===== src/hw/rtl/urtrb_pkg.sv =====
// ----------------------------------------------------------------------------
// urtrb_pkg
// Types and codes shared by the UART receive/transmit ring buffer block.
// ----------------------------------------------------------------------------
`default_nettype none

package urtrb_pkg;

    localparam int BYTE_W = 8;
    localparam int OP_W   = 3;
    localparam int ST_W   = 3;
    localparam int FILL_W = 6;

    // Operation codes
    localparam logic [OP_W-1:0] OP_RX_ARRIVE = 3'd0;
    localparam logic [OP_W-1:0] OP_RX_TAKE   = 3'd1;
    localparam logic [OP_W-1:0] OP_TX_PUT    = 3'd2;
    localparam logic [OP_W-1:0] OP_TX_READY  = 3'd3;
    localparam logic [OP_W-1:0] OP_CLEAR_RX  = 3'd4;
    localparam logic [OP_W-1:0] OP_CLEAR_TX  = 3'd5;
    localparam logic [OP_W-1:0] OP_START     = 3'd6;
    localparam logic [OP_W-1:0] OP_STOP      = 3'd7;

    // Status codes
    localparam logic [ST_W-1:0] ST_OK             = 3'd0;
    localparam logic [ST_W-1:0] ST_RX_EMPTY       = 3'd1;
    localparam logic [ST_W-1:0] ST_TX_OVERFLOW    = 3'd2;
    localparam logic [ST_W-1:0] ST_RX_OVERWROTE   = 3'd3;
    localparam logic [ST_W-1:0] ST_NOT_RUNNING    = 3'd4;

    typedef struct packed {
        logic [OP_W-1:0]   operation;
        logic [BYTE_W-1:0] data_byte;
        logic              port_accepts;
    } t_in_req;

    typedef struct packed {
        logic [ST_W-1:0]   status;
        logic [BYTE_W-1:0] rx_byte;
        logic              tx_offer_valid;
        logic [BYTE_W-1:0] tx_offer_byte;
        logic [FILL_W-1:0] rx_fill;
        logic [FILL_W-1:0] tx_fill;
    } t_out_res;

    // Per-request result of the control step, completed once ring data is read
    typedef struct packed {
        logic [ST_W-1:0]   status;
        logic              rx_take;
        logic              tx_offer_valid;
        logic              tx_from_ring;
        logic [BYTE_W-1:0] tx_in_byte;
        logic [FILL_W-1:0] rx_fill;
        logic [FILL_W-1:0] tx_fill;
    } t_ctl_info;

endpackage

`default_nettype wire


===== src/hw/rtl/urtrb_mem.sv =====
// ----------------------------------------------------------------------------
// urtrb_mem
// Byte ring storage: one write port, one read port with registered data.
// ----------------------------------------------------------------------------
`default_nettype none

module urtrb_mem #(
    parameter int DEPTH = 64,
    localparam int AW = $clog2(DEPTH)
) (
    input  wire logic                          i_clk,
    input  wire logic                          i_we,
    input  wire logic [AW-1:0]                 i_waddr,
    input  wire logic [urtrb_pkg::BYTE_W-1:0]  i_wdata,
    input  wire logic                          i_re,
    input  wire logic [AW-1:0]                 i_raddr,
    output logic      [urtrb_pkg::BYTE_W-1:0]  o_rdata
);

    logic [urtrb_pkg::BYTE_W-1:0] r_mem [DEPTH];
    logic [urtrb_pkg::BYTE_W-1:0] r_rdata;

    always_ff @(posedge i_clk) begin
        if (i_we) begin
            r_mem[i_waddr] <= i_wdata;
        end
    end

    always_ff @(posedge i_clk) begin
        if (i_re) begin
            r_rdata <= r_mem[i_raddr];
        end
    end

    assign o_rdata = r_rdata;

endmodule

`default_nettype wire


===== src/hw/rtl/urtrb_ctrl.sv =====
// ----------------------------------------------------------------------------
// urtrb_ctrl
// Ring pointers, port and run state; decodes one accepted request per cycle.
// ----------------------------------------------------------------------------
`default_nettype none

module urtrb_ctrl #(
    parameter int RX_DEPTH = 64,
    parameter int TX_DEPTH = 64,
    localparam int RX_AW = $clog2(RX_DEPTH),
    localparam int TX_AW = $clog2(TX_DEPTH)
) (
    input  wire logic                 i_clk,
    input  wire logic                 i_rst_n,
    input  wire logic                 i_accept,
    input  wire urtrb_pkg::t_in_req   i_req,
    output urtrb_pkg::t_ctl_info      o_info,
    output logic                      o_rx_we,
    output logic                      o_rx_re,
    output logic [RX_AW-1:0]          o_rx_waddr,
    output logic [RX_AW-1:0]          o_rx_raddr,
    output logic                      o_tx_we,
    output logic                      o_tx_re,
    output logic [TX_AW-1:0]          o_tx_waddr,
    output logic [TX_AW-1:0]          o_tx_raddr
);

    localparam int RX_CW = (RX_AW + 1 > urtrb_pkg::FILL_W) ? RX_AW + 1 : urtrb_pkg::FILL_W;
    localparam int TX_CW = (TX_AW + 1 > urtrb_pkg::FILL_W) ? TX_AW + 1 : urtrb_pkg::FILL_W;
    localparam logic [RX_AW-1:0] RX_LAST = RX_AW'(RX_DEPTH - 1);
    localparam logic [TX_AW-1:0] TX_LAST = TX_AW'(TX_DEPTH - 1);

    logic [RX_AW-1:0] r_rx_head, n_rx_head, r_rx_tail, n_rx_tail;
    logic [TX_AW-1:0] r_tx_head, n_tx_head, r_tx_tail, n_tx_tail;
    logic             r_port_free, n_port_free;
    logic             r_running, n_running;
    logic [RX_AW-1:0] rx_tail_inc;
    logic [TX_AW-1:0] tx_tail_inc;
    logic             tx_empty;

    function automatic logic [RX_AW-1:0] rx_bump(input logic [RX_AW-1:0] p);
        return (p == RX_LAST) ? '0 : p + RX_AW'(1);
    endfunction

    function automatic logic [TX_AW-1:0] tx_bump(input logic [TX_AW-1:0] p);
        return (p == TX_LAST) ? '0 : p + TX_AW'(1);
    endfunction

    function automatic logic [urtrb_pkg::FILL_W-1:0] rx_count(
        input logic [RX_AW-1:0] h,
        input logic [RX_AW-1:0] t
    );
        logic [RX_CW-1:0] d;
        d = RX_CW'(t) - RX_CW'(h);
        if (t < h) d = d + RX_CW'(RX_DEPTH);
        return d[urtrb_pkg::FILL_W-1:0];
    endfunction

    function automatic logic [urtrb_pkg::FILL_W-1:0] tx_count(
        input logic [TX_AW-1:0] h,
        input logic [TX_AW-1:0] t
    );
        logic [TX_CW-1:0] d;
        d = TX_CW'(t) - TX_CW'(h);
        if (t < h) d = d + TX_CW'(TX_DEPTH);
        return d[urtrb_pkg::FILL_W-1:0];
    endfunction

    assign rx_tail_inc = rx_bump(r_rx_tail);
    assign tx_tail_inc = tx_bump(r_tx_tail);
    assign tx_empty    = (r_tx_head == r_tx_tail);

    assign o_rx_waddr = r_rx_tail;
    assign o_rx_raddr = r_rx_head;
    assign o_tx_waddr = r_tx_tail;
    assign o_tx_raddr = r_tx_head;

    always_comb begin
        n_rx_head   = r_rx_head;
        n_rx_tail   = r_rx_tail;
        n_tx_head   = r_tx_head;
        n_tx_tail   = r_tx_tail;
        n_port_free = r_port_free;
        n_running   = r_running;
        o_rx_we     = 1'b0;
        o_rx_re     = 1'b0;
        o_tx_we     = 1'b0;
        o_tx_re     = 1'b0;
        o_info.status         = urtrb_pkg::ST_OK;
        o_info.rx_take        = 1'b0;
        o_info.tx_offer_valid = 1'b0;
        o_info.tx_from_ring   = 1'b0;
        o_info.tx_in_byte     = i_req.data_byte;

        if (i_accept) begin
            case (i_req.operation)
                urtrb_pkg::OP_RX_ARRIVE: begin
                    // full ring drops its oldest byte
                    o_rx_we   = 1'b1;
                    n_rx_tail = rx_tail_inc;
                    if (rx_tail_inc == r_rx_head) begin
                        n_rx_head     = rx_bump(r_rx_head);
                        o_info.status = urtrb_pkg::ST_RX_OVERWROTE;
                    end
                end
                urtrb_pkg::OP_RX_TAKE: begin
                    if (!r_running) begin
                        o_info.status = urtrb_pkg::ST_NOT_RUNNING;
                    end else if (r_rx_head == r_rx_tail) begin
                        o_info.status = urtrb_pkg::ST_RX_EMPTY;
                    end else begin
                        o_rx_re        = 1'b1;
                        o_info.rx_take = 1'b1;
                        n_rx_head      = rx_bump(r_rx_head);
                    end
                end
                urtrb_pkg::OP_TX_PUT: begin
                    if (!r_running) begin
                        o_info.status = urtrb_pkg::ST_NOT_RUNNING;
                    end else begin
                        o_info.tx_offer_valid = r_port_free;
                        if (r_port_free && i_req.port_accepts) begin
                            n_port_free = 1'b0;
                        end else if (tx_tail_inc == r_tx_head) begin
                            o_info.status = urtrb_pkg::ST_TX_OVERFLOW;
                        end else begin
                            o_tx_we   = 1'b1;
                            n_tx_tail = tx_tail_inc;
                        end
                    end
                end
                urtrb_pkg::OP_TX_READY: begin
                    if (!tx_empty) begin
                        o_tx_re               = 1'b1;
                        o_info.tx_offer_valid = 1'b1;
                        o_info.tx_from_ring   = 1'b1;
                        if (i_req.port_accepts) begin
                            n_tx_head = tx_bump(r_tx_head);
                        end else begin
                            n_port_free = 1'b1;
                        end
                    end else begin
                        n_port_free = 1'b1;
                    end
                end
                urtrb_pkg::OP_CLEAR_RX: begin
                    if (!r_running) begin
                        o_info.status = urtrb_pkg::ST_NOT_RUNNING;
                    end else begin
                        n_rx_head = '0;
                        n_rx_tail = '0;
                    end
                end
                urtrb_pkg::OP_CLEAR_TX: begin
                    if (!r_running) begin
                        o_info.status = urtrb_pkg::ST_NOT_RUNNING;
                    end else begin
                        n_tx_head = '0;
                        n_tx_tail = '0;
                    end
                end
                urtrb_pkg::OP_START: begin
                    // refused offer on start leaves the port state unchanged
                    if (!r_running) begin
                        n_running = 1'b1;
                        if (!tx_empty) begin
                            o_tx_re               = 1'b1;
                            o_info.tx_offer_valid = 1'b1;
                            o_info.tx_from_ring   = 1'b1;
                            if (i_req.port_accepts) begin
                                n_tx_head = tx_bump(r_tx_head);
                            end
                        end else begin
                            n_port_free = 1'b1;
                        end
                    end
                end
                urtrb_pkg::OP_STOP: begin
                    n_running   = 1'b0;
                    n_port_free = 1'b0;
                end
                default: begin
                end
            endcase
        end

        o_info.rx_fill = rx_count(n_rx_head, n_rx_tail);
        o_info.tx_fill = tx_count(n_tx_head, n_tx_tail);
    end

    always_ff @(posedge i_clk) begin
        if (!i_rst_n) begin
            r_rx_head   <= '0;
            r_rx_tail   <= '0;
            r_tx_head   <= '0;
            r_tx_tail   <= '0;
            r_port_free <= 1'b0;
            r_running   <= 1'b0;
        end else begin
            r_rx_head   <= n_rx_head;
            r_rx_tail   <= n_rx_tail;
            r_tx_head   <= n_tx_head;
            r_tx_tail   <= n_tx_tail;
            r_port_free <= n_port_free;
            r_running   <= n_running;
        end
    end

endmodule

`default_nettype wire


===== src/hw/rtl/uart_rx_tx_ring_buffers.sv =====
// ----------------------------------------------------------------------------
// uart_rx_tx_ring_buffers
// Receive and transmit byte rings in front of a UART controller.
// ----------------------------------------------------------------------------
// Takes one request per cycle with no bubbles while o_stall is low and
// returns exactly one result per request: the first register stage updates
// the ring pointers and issues the ring read, the second is the output
// register, which lets a new request in while a result waits under stall.
// Each ring keeps one slot empty, so it holds RX_DEPTH-1 / TX_DEPTH-1 bytes;
// the fill counts on the result are the low six bits of the true count.
// Ring contents are not cleared by reset and need no clearing pass.
`default_nettype none

module uart_rx_tx_ring_buffers #(
    parameter int RX_DEPTH = 64,
    parameter int TX_DEPTH = 64
) (
    input  wire logic                i_clk,
    input  wire logic                i_rst_n,
    input  wire logic                i_valid,
    output logic                     o_stall,
    input  wire urtrb_pkg::t_in_req  i_req,
    output logic                     o_valid,
    input  wire logic                i_stall,
    output urtrb_pkg::t_out_res      o_res
);

    localparam int RX_AW = $clog2(RX_DEPTH);
    localparam int TX_AW = $clog2(TX_DEPTH);

    urtrb_pkg::t_ctl_info         ctl_info;
    urtrb_pkg::t_ctl_info         r_a_info;
    urtrb_pkg::t_out_res          r_b_res, n_b_res;
    logic                         r_a_valid, r_b_valid;
    logic                         accept, a_move, b_ready;
    logic                         rx_we, rx_re, tx_we, tx_re;
    logic [RX_AW-1:0]             rx_waddr, rx_raddr;
    logic [TX_AW-1:0]             tx_waddr, tx_raddr;
    logic [urtrb_pkg::BYTE_W-1:0] rx_rdata, tx_rdata;

    assign b_ready = !r_b_valid || !i_stall;
    assign a_move  = r_a_valid && b_ready;
    assign o_stall = r_a_valid && !b_ready;
    assign accept  = i_valid && !o_stall;

    urtrb_ctrl #(
        .RX_DEPTH (RX_DEPTH),
        .TX_DEPTH (TX_DEPTH)
    ) u_ctrl (
        .i_clk      (i_clk),
        .i_rst_n    (i_rst_n),
        .i_accept   (accept),
        .i_req      (i_req),
        .o_info     (ctl_info),
        .o_rx_we    (rx_we),
        .o_rx_re    (rx_re),
        .o_rx_waddr (rx_waddr),
        .o_rx_raddr (rx_raddr),
        .o_tx_we    (tx_we),
        .o_tx_re    (tx_re),
        .o_tx_waddr (tx_waddr),
        .o_tx_raddr (tx_raddr)
    );

    urtrb_mem #(.DEPTH(RX_DEPTH)) u_rx_mem (
        .i_clk   (i_clk),
        .i_we    (rx_we),
        .i_waddr (rx_waddr),
        .i_wdata (i_req.data_byte),
        .i_re    (rx_re),
        .i_raddr (rx_raddr),
        .o_rdata (rx_rdata)
    );

    urtrb_mem #(.DEPTH(TX_DEPTH)) u_tx_mem (
        .i_clk   (i_clk),
        .i_we    (tx_we),
        .i_waddr (tx_waddr),
        .i_wdata (i_req.data_byte),
        .i_re    (tx_re),
        .i_raddr (tx_raddr),
        .o_rdata (tx_rdata)
    );

    // read data only moves on accept, so it holds while stage A waits
    always_comb begin
        n_b_res.status         = r_a_info.status;
        n_b_res.rx_byte        = r_a_info.rx_take ? rx_rdata : '0;
        n_b_res.tx_offer_valid = r_a_info.tx_offer_valid;
        if (!r_a_info.tx_offer_valid) begin
            n_b_res.tx_offer_byte = '0;
        end else if (r_a_info.tx_from_ring) begin
            n_b_res.tx_offer_byte = tx_rdata;
        end else begin
            n_b_res.tx_offer_byte = r_a_info.tx_in_byte;
        end
        n_b_res.rx_fill = r_a_info.rx_fill;
        n_b_res.tx_fill = r_a_info.tx_fill;
    end

    always_ff @(posedge i_clk) begin
        if (!i_rst_n) begin
            r_a_valid <= 1'b0;
            r_b_valid <= 1'b0;
        end else begin
            if (accept) begin
                r_a_valid <= 1'b1;
            end else if (a_move) begin
                r_a_valid <= 1'b0;
            end
            if (b_ready) begin
                r_b_valid <= r_a_valid;
            end
        end
    end

    always_ff @(posedge i_clk) begin
        if (accept) begin
            r_a_info <= ctl_info;
        end
        if (a_move) begin
            r_b_res <= n_b_res;
        end
    end

    assign o_valid = r_b_valid;
    assign o_res   = r_b_res;

endmodule

`default_nettype wire


===== config.mk =====
export PLATFORM = sky130hd
export DESIGN_NAME = uart_rx_tx_ring_buffers
export DESIGN_NICKNAME = d
export VERILOG_FILES = /design/src/hw/rtl/urtrb_pkg.sv /design/src/hw/rtl/urtrb_mem.sv /design/src/hw/rtl/urtrb_ctrl.sv /design/src/hw/rtl/uart_rx_tx_ring_buffers.sv
export SDC_FILE = /design/constraint.sdc
export NUM_CORES = 1
export LEC_CHECK = 0
export BUFFER_PORTS_ARGS = -buffer_cell sky130_fd_sc_hd__buf_4
export CORE_UTILIZATION = 57
export DETAILED_ROUTE_END_ITERATION = 8
export PLACE_DENSITY = 0.76
export REMOVE_ABC_BUFFERS = 1
export SLEW_MARGIN = 15
export SYNTH_ARGS = -nofsm -noshare
export SYNTH_HDL_FRONTEND = slang
export SYNTH_SLANG_ARGS = --single-unit

===== constraint.sdc =====
create_clock -name i_clk -period 3.9 [get_ports i_clk]
set_clock_uncertainty 0.2 [all_clocks]
set_input_delay 0.78 -clock i_clk [delete_from_list [all_inputs] [get_ports i_clk]]
set_output_delay 0.78 -clock i_clk [all_outputs]
set_load 0.03 [all_outputs]

After elaboration in Yosys (flattened, before gate mapping)
Memories as Yosys holds them, arrays and structs flattened. A register that Yosys moved wholly into a read port is not among the register bits.
Cells that the tools add are included.
- memories: 2
- input bits: 16
- memory bits (read-only): 0
- RAM bits: 1024
- bits in latches: 0
- logic and storage cells: 139
- output and inout bits: 34
- flip-flop bits (word level): 86
- bitwise gates (word level): 0
- magnitude comparators: 2
- multipliers: 0
- $add $sub $neg: 8
- muxes and demuxes: 70
- equality and inequality tests: 20
- shifts and indexed selects: 0
- reductions and logical operators: 16
- divide/modulo/power cells: 0
- memory list (name ; depth ; width ; rd ports ; clocked after Yosys merged registers in ; write ports ; line ; RTL):
    u_rx_mem.r_mem ; 64 ; 8 ; 1 ; 1 ; 1 ; urtrb_mem.sv:20 ; logic [urtrb_pkg::BYTE_W-1:0] r_mem [DEPTH];
    u_tx_mem.r_mem ; 64 ; 8 ; 1 ; 1 ; 1 ; urtrb_mem.sv:20 ;
- operators with widths (cell ; count):
    $mux W6 ; 23
    $add A6 B1 Y6 const B ; 6
    $pmux W6 S3 ; 2
    $mux W1 ; 28
    $eq A6 B6 Y1 ; 4
    $eq A6 B6 Y1 const B ; 4
    $pmux W6 S2 ; 2
    $eq A3 B3 Y1 const B ; 4
    $lt A6 B6 Y1 ; 2
    $mux W3 ; 4
    $pmux W3 S4 ; 1
    $sub A6 B6 Y6 ; 2
    $mux W2 ; 4
    $mux W8 ; 1
    $reduce_and A7 Y1 ; 1
    $eq A3 B2 Y1 const B ; 2
    $ne A2 B1 Y1 const B ; 3
    $pmux W1 S2 ; 3
    $logic_and A1 B1 Y1 ; 4
    $logic_not A1 Y1 ; 4
    $pmux W1 S4 ; 1
    $reduce_bool A2 Y1 ; 2
    $reduce_bool A4 Y1 ; 1
    $eq A3 B1 Y1 const B ; 1
    7 further kinds ; 7

Longest topological paths before layout
- depth in word-level cells: 11
- mapped depth: 18

By module
Synthesis repeated with hierarchy kept, for this count alone.
- cell total of the unflattened synthesis: 2343
- area total of the unflattened synthesis: 45277.2 um2
- by module, submodules not included (module ; cells an instance ; seq. area each (um2) ; area each (um2) ; times used):
    urtrb_mem ; 940 ; 15615.0 ; 20246.9 ; 2
    urtrb_ctrl ; 372 ; 520.5 ; 2771.4 ; 1
    uart_rx_tx_ring_buffers ; 91 ; 1781.7 ; 2011.9 ; 1

Worst setup path after synthesis
OpenSTA, ideal clock, no wires.
- path kind: input port to flip-flop
- from: in i_stall
- to: reg r_a_info, in the netlist n_b_res[5] (data pin)
- stages on the path: 14
- arrival: 3.514 ns
- buffers on the path: 0
- required time: 3.442 ns
- library setup time: 0.258 ns
- slack: -0.071 ns
- cells stage by stage: nand3_1 -> nand2_1 -> clkinv_1 -> nand2_1 -> o21ai_0 -> a22oi_1 -> ha_1 -> inv_1 -> a21o_1 -> a21o_1 -> a21o_1 -> a21oi_1 -> xnor2_1 -> xnor2_1
- RTL lines (item ; line ; RTL):
    start, declared ; uart_rx_tx_ring_buffers.sv:24 ; input wire logic i_stall,
    end signal, assigned ; uart_rx_tx_ring_buffers.sv:119 ; r_a_info <= ctl_info;
    end, declared ; uart_rx_tx_ring_buffers.sv:32 ; urtrb_pkg::t_ctl_info r_a_info;

==> summary.txt <==
Crit Reg-Reg Endpoint: n_b_res[11]
Worst path depth: 15
routed vias/inst: 6.36
clock network power share: 42.5%
Site Rows: 102
YS warnings: 0
total design power: 23.8 mW
xor and xnor area share after synthesis: 0.591%
Worst-Skew Late Latency: 0.66 ns
R2R setup slack: 0.14 ns
TNS Setup: 0 ns
Starting Density: 57.5%
critical path type: reg -> reg
Lkg Pwr: 16.0 nW
post-layout util: 65.8%
slowest CP cell: or4_1
Synth Area in Compound Gates: 1.58%
VDD IR max: 0.329 mV
internal power: 19.1 mW
Syn Area/Cell: 21.4 µm²
Sw Ratio: 19.7%
first-pass GRT wire length: 146,000 µm
delay-heaviest family, CP: compound AO/OA/AOI/OAI gates
FF-to-FF path depth: 15
clock tree buffer depth: 3
Area Growth Syn to Fin: 14.4%
pre-CTS WS: 0.00606 ns
DRT iter0 DRCs: 2,605
Critical Path RT: 4.10 ns
Hold Crit Depth: 2
Non-Filler Instances: 3,472
Buffers on Ports: 49
CTS root buf: clkbuf_16
initial antenna violation count: 3
fill count: 4,891
CP peak stage delay: 0.59 ns
commonest non-fill, non-tap cells in the layout: 1,098 x edfxtp_1, 336 x mux4_2, 250 x buf_4, 156 x nor2_1, 109 x clkbuf_16
grt total ovfl: 0
Synth area leaders: edfxtp_1 74%, mux4_2 17%, nor2_1 1.3%
H-Tree Depth: 3
Reg-to-Reg Start: u_ctrl.o_rx_waddr[0]
Worst Path Buf+Inv: 1
Slew headroom: 25.0%
most frequent CP cell: a21o_1
routed vias: 22,100
GRT Total Usage: 25.4%
startpoint class of the critical path: register
Syn Inst Count: 2,084
Hold Worst Slack: 0.147 ns
most common cell after layout, fill and taps aside: edfxtp_1
DR pass1 iterations: 6
IO Pins: 50
post-route cell area: 50,900 µm²
setup violators final: 0
WHS Endpoint: r_a_valid
post-synth cell types: 65
Worst Path Arrival: 3.96 ns
number of max-cap violations: 0
Post-synth EDFFs: 1,098
min Tclk post-route: 3.76 ns
Synth top area share: 74.1%
Worst setup EP type: register
CTS tree: built
HP Class: in -> reg
Slew Limit Fails: 0
post-synthesis adder-cell area fraction: 0.484%
Hold Startpoint: i_valid
Antenna Nets Post-Route: 0
Yosys top cell by area: edfxtp_1
max frequency: 266 MHz
post-DP HPWL: 58,100 µm
sequential fraction of the synthesis area: 75.4%
Post-synth ARST share: 0%
layout cells sized above 1: 32.5%
placed inst area: 47,400 µm²
Worst Max-Slew Pin Slew: 1.12 ns
clock slew at reported path FFs: 0.06 ns
vias in the first global route: 22,200
Cell Chain, Critical Path: buf_4 > xor2_1 > or4_1 > nor3_4 > nor4_1 > a21oi_1 > nor2_2 > a22oi_2 > ha_1 > a21o_1 > a21o_1 > a21o_1 > a21oi_1 > xnor2_1 > xnor2_1
DRC viols: 0
status: finished, final reports clean
final hold vios: 0
setup ws final: 0.137 ns
clock sinks: 1,126
NumNets Final: 2,375
netlist area before placement: 44,500 µm²
switching power of the nets: 4.69 mW
total core area: 77,300 µm²
Routed WL: 97,900 µm
CTS buffer count: 107
Main synth FF type: edfxtp_1
crit path max fanout: 6
die area: 79,200 µm²
PwrDens: 468 nW/µm²
die width: 281 µm
Seq cells post-synth: 1,126
largest net degree at the start of global routing: 130
logic gate share of total power: 1.6%
simple-gate share of the synthesized area: 3.60%
die height: 281 µm
sequential power share: 55.9%
DP Cell Count: 3,273
DR WL/cell: 28.2 µm
routability cong.: 0.900
main combinational cell family by area after synthesis: multiplexers
Final period util: 96.5%
multiplexer area fraction after synthesis: 17.2%
[area by class of cell]
class / instances / area (µm²) / area share, %
repair buffers: 258 / 2040 / 4.00
inverters: 14 / 52.6 / 0.103
clock buffers: 131 / 2830 / 5.56
multi-input cells: 836 / 10500 / 20.7
clock inverters: 66 / 586 / 1.15
flip-flops and latches: 1126 / 33600 / 65.9
well taps: 1040 / 1300 / 2.56
diodes: 1 / 2.50 / 0.00492
[logic make-up (layout without fill, tap and decap cells)]
group	Yosys count	after routing
flip-flops	1126	1126
multiplexers	346	346
AND/OR/NAND/NOR	336	336
buffers and inverters	122	469
AO/OA/AOI/OAI	108	108
XOR/XNOR	30	30
adder cells (fa/ha/maj)	16	16
other	0	1
[worst register-to-register path: stages (launching register included)]
cell and delay, ns:
dfxtp_2 0.36, buf_4 0.16, xor2_1 0.16, or4_1 0.59, nor3_4 0.26, nor4_1 0.10, a21oi_1 0.22, nor2_2 0.08
a22oi_2 0.17, ha_1 0.26, a21o_1 0.18, a21o_1 0.19, a21o_1 0.18, a21oi_1 0.17, xnor2_1 0.15, xnor2_1 0.08
[worst max-delay path by stage]
stage                    startpoint     endpoint  slack, ns
2_1_floorplan  u_ctrl.o_rx_raddr[0]  n_b_res[11]      -4.66
3_5_place_dp   u_ctrl.o_rx_waddr[0]  n_b_res[11]      0.006
3_3_place_gp   u_ctrl.o_rx_waddr[0]  n_b_res[11]       0.09
6_report       u_ctrl.o_rx_waddr[0]  n_b_res[11]       0.14
4_1_cts        u_ctrl.o_rx_waddr[0]  n_b_res[11]       0.06
5_1_grt        u_ctrl.o_rx_waddr[0]  n_b_res[11]    -0.0009
[power groups by stage]
stage | logic, mW | clock network, mW | registers [mW]
global placement | 0.360 | 0 | 13.6
CTS | 0.381 | 10.3 | 13.3
detailed placement | 0.380 | 0 | 13.6
finish | 0.383 | 10.1 | 13.3
global route | 0.408 | 10.7 | 13.3
floorplan | 0.0658 | 0 | 13.6
[Yosys cell counts, drive strengths merged, types with 9 or more instances]
cell	count
nor3	14
mux2i	9
edfxtp	1098
or2	10
o21ai	23
a21oi	30
mux4	336
nand2	48
and2	25
nand3	26
dfxtp	28
buf	64
clkbuf	44
xnor2	10
inv	12
nor2b	15
a21o	13
ha	14
xor2	20
nor2	158
[timing repair]
item,4_1_cts,5_1_grt
endpoints found under the setup margin,1,12
pin swaps,0,3
buffers inserted,0,1
hold buffers,0,0
gates resized for setup,1,21
[sequential cells by signal, summed over array words and instances (netlist names)]
register and flops:
u_rx_mem.r_mem 512, u_ctrl.o_tx_raddr 6, u_tx_mem.r_mem 512, u_ctrl.o_rx_waddr 6
u_ctrl.r_running 1, r_a_info 10, u_ctrl.o_rx_raddr 6, n_b_res 16
u_ctrl.r_port_free 1, r_a_valid 1, o_res 32, u_tx_mem.o_rdata 8
u_rx_mem.o_rdata 8, o_valid 1, u_ctrl.o_tx_waddr 6
[per-layer routing]
layer  wire length [µm]  global-route usage [%]
met5                 24                       0
met4               2060                    6.61
met3               8620                    4.99
met2              47300                    39.6
met1              39900                    37.5
Power figures use the tool's default switching activity.
